[config.mk]
export PLATFORM = sky130hd
export DESIGN_NAME = tea_cfg
export DESIGN_NICKNAME = d
export VERILOG_FILES = /design/src/rtl/tea_pkg.sv /design/src/rtl/tea_cfg.sv
export SDC_FILE = /design/constraint.sdc
export NUM_CORES = 1
export LEC_CHECK = 0
export BUFFER_PORTS_ARGS = -buffer_cell sky130_fd_sc_hd__buf_2
export CORE_MARGIN = 2
export CORE_UTILIZATION = 30
export CTS_CLUSTER_SIZE = 8
export DETAILED_ROUTE_END_ITERATION = 16
export GPL_TIMING_DRIVEN = 0
export PLACE_DENSITY = 0.59
export SYNTH_ARGS = -nofsm -noshare
export SYNTH_HDL_FRONTEND = slang
export SYNTH_SLANG_ARGS = --single-unit
export TNS_END_PERCENT = 100
[constraint.sdc]
create_clock -name clk -period 1.75 [get_ports clk]
set_clock_uncertainty 0.2 [all_clocks]
set_input_delay 0.175 -clock clk [delete_from_list [all_inputs] [get_ports clk]]
set_output_delay 0.175 -clock clk [all_outputs]
set_load 0.02 [all_outputs]
[src/rtl/tea_pkg.sv]
// shared types, constants and helpers of the tea block cipher
`timescale 1ns / 1ps

package tea_pkg;

    localparam int unsigned CYCLE_COUNT = 32;
    localparam int unsigned STAGE_COUNT = 2 * CYCLE_COUNT;
    localparam logic [31:0] TEA_DELTA   = 32'h9e3779b9;
    localparam int unsigned ADDR_W      = 4;

    typedef enum logic [1:0] {
        REG_KEY_A = 2'd0,
        REG_KEY_B = 2'd1,
        REG_KEY_C = 2'd2,
        REG_KEY_D = 2'd3
    } reg_idx_t;

    localparam logic ACT_DECRYPT = 1'b1;

    typedef struct packed {
        logic [31:0] a;
        logic [31:0] b;
        logic [31:0] c;
        logic [31:0] d;
    } key_t;

    typedef struct packed {
        logic        action;
        logic [31:0] left;
        logic [31:0] right;
    } blk_t;

    // delta times n, wrapped to 32 bits
    function automatic logic [31:0] tea_sum(input int unsigned n);
        logic [63:0] prod;
        prod = 64'(TEA_DELTA) * 64'(n);
        return prod[31:0];
    endfunction

endpackage

[src/rtl/tea_cfg.sv]
// apb key register file
`timescale 1ns / 1ps

module tea_cfg (
    input  logic                      clk,
    input  logic                      rst_n,
    input  logic                      psel,
    input  logic                      penable,
    input  logic                      pwrite,
    input  logic [tea_pkg::ADDR_W-1:0] paddr,
    input  logic [31:0]               pwdata,
    output logic [31:0]               prdata,
    output logic                      pready,
    output tea_pkg::key_t             key
);
    import tea_pkg::*;

    key_t     key_reg;
    key_t     key_next;
    reg_idx_t idx;
    logic     wr_en;

    assign idx    = reg_idx_t'(paddr[ADDR_W-1:2]);
    assign wr_en  = psel && penable && pwrite;
    assign pready = 1'b1;
    assign key    = key_reg;

    always_comb
    begin
        key_next = key_reg;
        if (wr_en)
        begin
            unique case (idx)
                REG_KEY_A: key_next.a = pwdata;
                REG_KEY_B: key_next.b = pwdata;
                REG_KEY_C: key_next.c = pwdata;
                REG_KEY_D: key_next.d = pwdata;
                default:   key_next   = key_reg;
            endcase
        end
    end

    always_comb
    begin
        unique case (idx)
            REG_KEY_A: prdata = key_reg.a;
            REG_KEY_B: prdata = key_reg.b;
            REG_KEY_C: prdata = key_reg.c;
            REG_KEY_D: prdata = key_reg.d;
            default:   prdata = '0;
        endcase
    end

    always_ff @(posedge clk or negedge rst_n)
    begin
        if (!rst_n)
        begin
            key_reg <= '0;
        end
        else
        begin
            key_reg <= key_next;
        end
    end

endmodule

==> impl_metrics.csv <==
group,metric,value,unit
power,ir_drop,622.2,uV
critical_path,worstPathArrival,1.45,ns
critical_path,critPathLaunchType,"flop",
grt,use_met1,0.2119,
grt,grt_usage,0.1725,
critical_path,regToRegSetupSlack,0.52,ns
critical_path,critPathMaxStageDelay,0.48,ns
outcome,outcome,"complete, but fails checks",
cells_and_area,multi_input_area,2316,um^2
placement,pre_cts_slack,-0.2518,ns
critical_path,crit_end,"prdata[0]",
critical_path,critPathKind,"reg2out",
timing,finalCriticalPeriod,1.821,ns
job,cap_violations,0,
clock_tree,cts_tree,"built",
floorplan,die_x,141.3,um
grt,grt_overflow,0,
critical_path,cp_max_fo,3,
critical_path,worst_r2r_endpoint,"key[7]",
route,dr.pass1.iters,4,
logic_synthesis,syn_nets,360,
critical_path,worstPathRequired,1.37,ns
logic_synthesis,ys_types,17,
grt,antenna_found_initial,0,
critical_path,crit_path_top_delay_cell,"mux4_2",
critical_path,crit_path_end_kind,"output pin",
clock_tree,clk_latency,0.40,ns
grt,top_usage_layer,"met2",
power,power.density,1384,nW/um^2
cells_and_area,final_nets,711,
power,finalPower,12240,uW
placement,finalWeightedCongestion,0.7348,
critical_path,path_cells,"mux4_2, buf_6",
logic_synthesis,synthCells,319,
grt,use_met3,0.05130,
timing,grt_setup_unrepaired,"true",
route,wl,16780,um
critical_path,cp-startpoint,"key[32]",
floorplan,fp-row-count,50,
cells_and_area,area_delta_synth_final,56.25,%
grt,grt_pass1_vias,4683,
cells_and_area,stdcell_area,8842,um^2
cells_and_area,layout-drive-gt1-share,0.7405,
timing,hold_viol,0,
placement,placed_area,6967,um^2
clock_tree,clk_pin_slew_worst_paths,0.06,ns
floorplan,pin_count,202,
logic_synthesis,synth.yosys.seq_area_share,0.5660,
logic_synthesis,syn-cell-area,5659,um^2
critical_path,worst-r2r-cell-count,3,
placement,place_hpwl,10750,um
cells_and_area,antenna_cells,0,
timing,fmax,0.5493,GHz
floorplan,die_area,19980,um^2
clock_tree,cts_buffer_depth,2,
timing,finalSetupViolCount,32,
cells_and_area,num-fill-cells,1658,
logic_synthesis,syn_avg_cell_area,17.74,um^2
route,via_per_inst,4.656,
outcome,violations,"negative setup slack",
clock_tree,cts_sinks,128,
power,p_leak,0.004432,uW
timing,setup_tns,-1.347,ns
timing,slew_violations,0,
grt,grt_max_degree,71,
floorplan,dieHeight,141.3,um
cells_and_area,largest_reg_flops,128,
timing,whs,0.09226,ns
critical_path,timing.rr.start,"key[7]",
hold_path,hold_path.class,"in2reg",
route,drt_iter0_drc,122,
cells_and_area,seqCellArea,3203,um^2
clock_tree,cts_buffers,17,
timing,period_share,1.040,
placement,numPortBuffers,196,
clock_tree,root_buffer,"clkbuf_16",
floorplan,start_util,0.3046,
timing,worstMarginPinSlew,0.5789,ns
route,wl_per_cell,18.31,um
logic_synthesis,ys_ff_latch,128,
route,drc,0,
route,vias,4265,
route,postRouteAntennaNets,0,
timing,fin_ws,-0.07059,ns
clock_tree,cts_max_level,4,
grt,met2_usage,0.2943,
grt,grt_pass1_wl,26100,um
floorplan,core_area,18580,um^2
timing,slew_headroom,0.6140,
logic_synthesis,ys.warnings.count,0,
==> cell usage in the layout, fill, tap and decap left out, drive strengths merged <==
| cell | synthesis | final |
|---|---|---|
| nor3 | 1 | 1 |
| mux2 | 128 | 128 |
| nand4 | 1 | 1 |
| nand3 | 1 | 1 |
| inv | 1 | 1 |
| dfrtp | 128 | 128 |
| bufinv | 0 | 1 |
| clkinvlp | 0 | 1 |
| or3 | 1 | 1 |
| nor2 | 1 | 1 |
| clkbuf | 4 | 26 |
| buf | 19 | 318 |
| or2 | 1 | 1 |
| dlygate4sd3 | 0 | 33 |
| mux4 | 32 | 32 |
| clkinv | 0 | 7 |
| conb | 1 | 1 |
==> worst min-delay path by stage <==
stage,cells after the start,from,end
after floorplan,0,rst_n,key[0]
after global placement,2,pwdata[3],key[3]
after detailed placement,1,rst_n,key[108]
after CTS,3,paddr[3],key[117]
after global routing,3,paddr[3],key[116]
final,3,paddr[3],key[117]
==> worst max-delay path, delay by kind of cell, from the launching register on <==
family | cells | cell delay [ns]
buffers and inverters | 1 | 0.15
multiplexers | 1 | 0.48
flip-flops | 1 | 0.41
==> where the power goes <==
| part | internal [uW] | switching (uW) | leakage [uW] |
|---|---|---|---|
| clock | 2090 | 1290 | 0.000282 |
| sequential | 3650 | 425 | 0.00157 |
| combinational | 2480 | 2290 | 0.00258 |
==> cells in the mapped netlist <==
cell	n	area (um^2)
nor2_1	1	3.750
nand3_1	1	5.000
nor3_2	1	10.01
mux2_1	8	90.09
buf_6	3	33.78
nand4_1	1	6.260
inv_2	1	3.750
buf_4	3	22.52
mux4_2	32	720.7
mux2_2	90	1013
or3_1	1	6.260
buf_2	13	65.06
or2_1	1	6.260
mux2_4	30	450.4
conb_1	1	3.750
dfrtp_1	128	3203
clkbuf_1	4	15.01
==> stage by stage <==
step,cells,util
6_report,916,0.4759
4_1_cts,897,0.4682
3_3_place_gp,749,0.3731
3_5_place_dp,750,0.3749
5_1_grt,916,0.4759
2_1_floorplan,319,-
==> timing repair <==
action,CTS,global route
setup buffers,83,19
hold buffers,33,0
endpoints found under the setup margin,32,32
resized for setup,70,0
gates cloned,0,0
endpoints found under the hold margin,186,0
==> area by class of cell <==
class	count	area share
Sequential cell	128	0.3622
Multi-Input combinational cell	167	0.2619
Timing Repair Buffer	332	0.2614
Clock buffer	22	0.05476
Tap cell	234	0.03311
Buffer	23	0.01670
Clock inverter	9	0.009481
Inverter	1	0.0004245
==> layer usage <==
metal	vias to the layer above	routed length [um]
li1	1894	-
met1	2224	6945
met2	137	8834
met3	10	846
met4	0	148
met5	-	0
==> cell families after synthesis <==
kind of cell / count (synthesis) / synth area share
simple gates: 6 / 0.006633
flops: 128 / 0.5660
other cells: 1 / 0.0006626
mux: 160 / 0.4019
buf+inv: 24 / 0.02476
No activity file was read; power rests on OpenSTA's default activity.
