[src/rtl/tea_pkg.sv]
// shared types, constants and helpers of the tea block cipher
`timescale 1ns / 1ps

package tea_pkg;

    localparam int unsigned CYCLE_COUNT = 32;
    localparam int unsigned STAGE_COUNT = 2 * CYCLE_COUNT;
    localparam logic [31:0] TEA_DELTA   = 32'h9e3779b9;
    localparam int unsigned ADDR_W      = 4;

    typedef enum logic [1:0] {
        REG_KEY_A = 2'd0,
        REG_KEY_B = 2'd1,
        REG_KEY_C = 2'd2,
        REG_KEY_D = 2'd3
    } reg_idx_t;

    localparam logic ACT_DECRYPT = 1'b1;

    typedef struct packed {
        logic [31:0] a;
        logic [31:0] b;
        logic [31:0] c;
        logic [31:0] d;
    } key_t;

    typedef struct packed {
        logic        action;
        logic [31:0] left;
        logic [31:0] right;
    } blk_t;

    // delta times n, wrapped to 32 bits
    function automatic logic [31:0] tea_sum(input int unsigned n);
        logic [63:0] prod;
        prod = 64'(TEA_DELTA) * 64'(n);
        return prod[31:0];
    endfunction

endpackage

[src/rtl/tea_hround.sv]
// one half-round of tea with its pipeline register
`timescale 1ns / 1ps

module tea_hround (
    input  logic          clk,
    input  logic          rst_n,
    input  logic          en,
    input  logic          phase,
    input  logic [31:0]   sum_enc,
    input  logic [31:0]   sum_dec,
    input  tea_pkg::key_t key,
    input  logic          vld_in,
    input  tea_pkg::blk_t blk_in,
    output logic          vld_out,
    output tea_pkg::blk_t blk_out
);
    import tea_pkg::*;

    logic        vld_reg;
    logic        vld_next;
    blk_t        blk_reg;
    blk_t        blk_next;
    logic        dec;
    logic        upd_left;
    logic [31:0] v;
    logic [31:0] dst;
    logic [31:0] ka;
    logic [31:0] kb;
    logic [31:0] sum;
    logic [31:0] mix;
    logic [31:0] res;

    // encrypt: even phase updates left, decrypt: odd phase updates left
    assign dec      = (blk_in.action == ACT_DECRYPT);
    assign upd_left = ~(phase ^ dec);
    assign v        = upd_left ? blk_in.right : blk_in.left;
    assign dst      = upd_left ? blk_in.left : blk_in.right;
    assign ka       = upd_left ? key.a : key.c;
    assign kb       = upd_left ? key.b : key.d;
    assign sum      = dec ? sum_dec : sum_enc;
    assign mix      = ((v << 4) + ka) ^ (v + sum) ^ ((v >> 5) + kb);
    assign res      = dec ? (dst - mix) : (dst + mix);

    always_comb
    begin
        vld_next = vld_reg;
        blk_next = blk_reg;
        if (en)
        begin
            vld_next        = vld_in;
            blk_next.action = blk_in.action;
            blk_next.left   = upd_left ? res : blk_in.left;
            blk_next.right  = upd_left ? blk_in.right : res;
        end
    end

    always_ff @(posedge clk or negedge rst_n)
    begin
        if (!rst_n)
        begin
            vld_reg <= 1'b0;
        end
        else
        begin
            vld_reg <= vld_next;
        end
    end

    always_ff @(posedge clk)
    begin
        blk_reg <= blk_next;
    end

    assign vld_out = vld_reg;
    assign blk_out = blk_reg;

endmodule

[config.mk]
export PLATFORM = sky130hd
export DESIGN_NAME = tea_hround
export DESIGN_NICKNAME = d
export VERILOG_FILES = /design/src/rtl/tea_pkg.sv /design/src/rtl/tea_hround.sv
export SDC_FILE = /design/constraint.sdc
export NUM_CORES = 1
export LEC_CHECK = 0
export ABC_AREA = 1
export ABC_CLOCK_PERIOD_IN_PS = 1000
export BUFFER_PORTS_ARGS = -buffer_cell sky130_fd_sc_hd__clkbuf_2
export CAP_MARGIN = 25
export CORE_UTILIZATION = 57
export CTS_CLUSTER_SIZE = 10
export DETAILED_ROUTE_END_ITERATION = 6
export PLACE_DENSITY = 0.87
export SYNTH_ARGS = -nofsm -noshare
export SYNTH_HDL_FRONTEND = slang
export SYNTH_SLANG_ARGS = --single-unit
[constraint.sdc]
create_clock -name clk -period 1 [get_ports clk]
set_clock_uncertainty 0.05 [all_clocks]
set_input_delay 0.05 -clock clk [delete_from_list [all_inputs] [get_ports clk]]
set_output_delay 0.05 -clock clk [all_outputs]
set_load 0.05 [all_outputs]
==> results of run 1 <==
-- routing by layer --
layer	overflow	track usage, %
met5	5	58.5
met4	349	110
met3	34	82.3
met2	1217	123
met1	29	89.9
-- kinds of logic after synthesis --
| family | Yosys count | synth area share, % |
|---|---|---|
| flip-flops | 66 | 13.9 |
| AO/OA/AOI/OAI | 340 | 12.8 |
| multiplexers | 4 | 0.289 |
| buffers and inverters | 366 | 9.91 |
| XOR/XNOR | 105 | 6.94 |
| adder cells (fa/ha/maj) | 120 | 10.6 |
| AND/OR/NAND/NOR | 1527 | 45.6 |
-- Yosys cell counts, types with 11 or more instances --
cell type and n:
xnor2_1 50, nand3b_1 21, o21ai_0 146, nand3_2 12, nand2_2 29, xor2_1 50, edfxtp_1 65, inv_1 300
ha_1 118, nand3_1 188, nand2_1 1012, nand4_1 39, nor2_1 153, a21o_1 11, a21oi_1 141, clkbuf_1 35
nor3_1 30, inv_2 14
-- through the flow --
| step | cells | hold slack (ps) | setup WS [ps] |
|---|---|---|---|
| global placement | 3683 | -225 | -4710 |
| detailed placement | 3683 | -223 | -4960 |
| floorplan | 2528 | -296 | -3960 |
| CTS | 3750 | -37.4 | -3880 |
-- what timing repair did --
item | CTS
hold buffers | 3
gates cloned | 6
buffers inserted | 42
pin swaps | 96
gates resized for setup | 519
hold endpoints to repair | 7
endpoints found under the setup margin | 130
==> results_dict.tcl, run 1 <==
set metrics [dict create \
    rows 57 \
    die_h_um 160 \
    clockBufferDepth 2 \
    yosys_warnings 0 \
    stop_stage "global routing" \
    synth-edff-count 65 \
    grtUsageTotal_pct 99.2 \
    toolErrorMsg "[ERROR GRT-0116] Global routing finished with congestion. Check the congestion regions in the DRC Viewer." \
    grt_pass1_vias 32300 \
    ys_ff_latch 66 \
    ys_async_sr_fraction_pct 1.52 \
    synth_ff_type "edfxtp_1" \
    ys_types 52 \
    placed_area_sq_um 20700 \
    clkSinkCount 66 \
    netlist_area_sq_um 14300 \
    start_util_pct 58.3 \
    die_w_um 160 \
    ios 328 \
    synth.avg_cell_area_sq_um 5.64 \
    syn_nets 2910 \
    ys_seq_area_share_pct 13.9 \
    grt_max_degree 51 \
    grt.overflow.total 1634 \
    grt_pass1_wl_um 199000 \
    yosys.area.top_type "nand2_1" \
    synthTopCellsByArea "nand2_1, edfxtp_1, ha_1" \
    gp_congestion 1.11 \
    h-tree-depth 3 \
    clockRootBuffer "clkbuf_16" \
    netlist.area_leader.share_pct 26.6 \
    numCtsBuffers 9 \
    hpwl_um 53900 \
    numPortBuffers 327 \
    synthCells 2528 \
    status "aborted with a tool error" \
]
==> run 2: changes to the inputs <==
--- a/config.mk
+++ b/config.mk
@@ -9,10 +9,9 @@
 export ABC_CLOCK_PERIOD_IN_PS = 1000
 export BUFFER_PORTS_ARGS = -buffer_cell sky130_fd_sc_hd__clkbuf_2
 export CAP_MARGIN = 25
-export CORE_UTILIZATION = 57
-export CTS_CLUSTER_SIZE = 10
+export CORE_UTILIZATION = 40
 export DETAILED_ROUTE_END_ITERATION = 6
-export PLACE_DENSITY = 0.87
+export PLACE_DENSITY_LB_ADDON = 0.15
 export SYNTH_ARGS = -nofsm -noshare
 export SYNTH_HDL_FRONTEND = slang
 export SYNTH_SLANG_ARGS = --single-unit
==> results_dict.tcl, run 2 <==
set metrics [dict create \
    power_density_nw_per_um2 2400 \
    end_kind "flop" \
    gp_congestion 0.995 \
    antenna_found_initial 0 \
    drt_pass1_iterations 7 \
    grt_max_degree 49 \
    drc 0 \
    core_area_sq_um 34800 \
    cp_num_buf_inv 5 \
    regArea_sq_um 1980 \
    synth-edff-count 65 \
    path_class "input port to flop" \
    worstHoldPathType "input port to flop" \
    die_w_um 191 \
    grtUsageTotal_pct 37.5 \
    finalHoldViolCount 1 \
    whs_ps -41.2 \
    synth.most_common_cell "nand2_1" \
    rsz0062_at_grt "true" \
    ys_ff_latch 66 \
    antenna_cells 0 \
    arrival_ps 5250 \
    synth_ff_type "edfxtp_1" \
    drv_slew 0 \
    required_ps 1050 \
    yosys.area.top_type "nand2_1" \
    cp_max_fo 12 \
    layout-area-overhead-vs-synth_pct 85.4 \
    netlist_area_sq_um 14300 \
    drive_gt1_share_pct 48.7 \
    grt_pass1_wl_um 105000 \
    h-tree-depth 3 \
    multi_input_area_sq_um 14200 \
    hold_depth 3 \
    drt.antenna.violating_nets 0 \
    yosys_warnings 0 \
    clk_transition_reported_paths_ps 70 \
    status "complete, but fails checks" \
    clockBufferDepth 2 \
    clockRootBuffer "clkbuf_16" \
    insertion_delay_ps 340 \
    grt.overflow.total 0 \
    setup_viol 122 \
    setup_ws_ps -4200 \
    clkSinkCount 66 \
    netlist.area_leader.share_pct 26.6 \
    dp_cells 3897 \
    synthTopCellsByArea "nand2_1, edfxtp_1, ha_1" \
    reg2reg_depth 1 \
    finalNetCount 3942 \
    critPathTopFamily "simple AND/OR/NAND/NOR gates" \
    dp_worst_setup_slack_ps -5450 \
    syn_nets 2910 \
    crit_slowest_cell "o211ai_1" \
    numPortBuffers 327 \
    max-slew-margin-rel_pct 33.1 \
    leakage_uw 0.0140 \
    synthCells 2528 \
    cp.depth 37 \
    cap_violations 0 \
    tightest_slew_ps 993 \
    violations "hold timing, setup timing" \
    cts_tree "yes" \
    rows 68 \
    die_h_um 191 \
    first_iter_violations 2094 \
    final_cell_mix "nand2_1, buf_4, inv_1" \
    synth.avg_cell_area_sq_um 5.64 \
    largest_reg_flops 65 \
    grt_pass1_vias 20300 \
    avgRoutedWirePerCell_um 19.5 \
    ys_async_sr_fraction_pct 1.52 \
    min_period_ps 5200 \
    fmax_mhz 192 \
    critPathLaunchType "input port" \
    start_util_pct 41.0 \
    vias 22100 \
    power_uw 63600 \
    fin_tns_setup_ps -224160 \
    hpwl_um 57100 \
    ir_worst_vdd_uv 2840 \
    synth_common_cells "nand2_1, inv_1, nand3_1" \
    vias_per_cell 5.50 \
    numCtsBuffers 9 \
    fin_crit_sh_pct 520 \
    num-fill-cells 2539 \
    crit_top_cell "nand2_2" \
    layout_commonest_cell "nand2_1" \
    ys_seq_area_share_pct 13.9 \
    ys_types 52 \
    ios 328 \
    final_cells 4020 \
    die-area_sq_um 36400 \
    wirelength_um 78200 \
    crit_path_max_incr_delay_ps 420 \
]
run 2: cell type report:
type	count	share of cell area [%]
Clock buffer	9	0.852
Clock inverter	7	0.260
Inverter	314	4.54
Multi-Input combinational cell	2099	53.6
Sequential cell	66	7.48
Tap cell	455	2.15
Timing Repair Buffer	1070	31.1
run 2: what timing repair did:
item	CTS	global route
buffers inserted	40	57
cloned	8	2
pin swaps	97	179
setup endpoints to repair	130	127
hold buffers	3	0
gates resized for setup	397	491
hold endpoints to repair	4	0
run 2: kinds of logic after synthesis:
family | after synthesis | synth area share, %
simple gates | 1527 | 45.6
buf+inv | 366 | 9.91
compound gates | 340 | 12.8
fa+ha+maj | 120 | 10.6
xor+xnor | 105 | 6.94
flops | 66 | 13.9
mux | 4 | 0.289
run 2: power breakdown:
| part | total, uW | internal (uW) | switching, uW |
|---|---|---|---|
| logic | 55300 | 24600 | 30700 |
| clock network | 3230 | 1930 | 1310 |
| registers | 5110 | 4650 | 453 |
| total | 63600 | 31100 | 32400 |
run 2: path summary, 6_finish.rpt:
check,startpoint,to,slack (ps)
max in group asynchronous,rst_n,vld_out,260
min,blk_in[27],blk_out[27],-40
max reg2reg,vld_out,vld_out,130
max,blk_in[64],blk_out[29],-4200
min reg2reg,vld_out,vld_out,530
min in group asynchronous,rst_n,vld_out,510
run 2: routing by layer:
metal / track usage [%] / vias to the layer above / routed length (um)
met3: 2.26 / 323 / 6440
met5: 0 / - / 0
met1: 47.7 / 10200 / 31000
li1: - / 10300 / -
met2: 64.6 / 1279 / 36100
met4: 17.0 / 0 / 4620
run 2: per-stage QoR:
stage,area (sq um),utilization (%)
floorplan,14700,-
global placement,21500,61.9
detailed placement,21500,61.9
CTS,24100,69.2
global route,26400,76.0
finish,26400,76.0
Power figures use the tool's default switching activity.
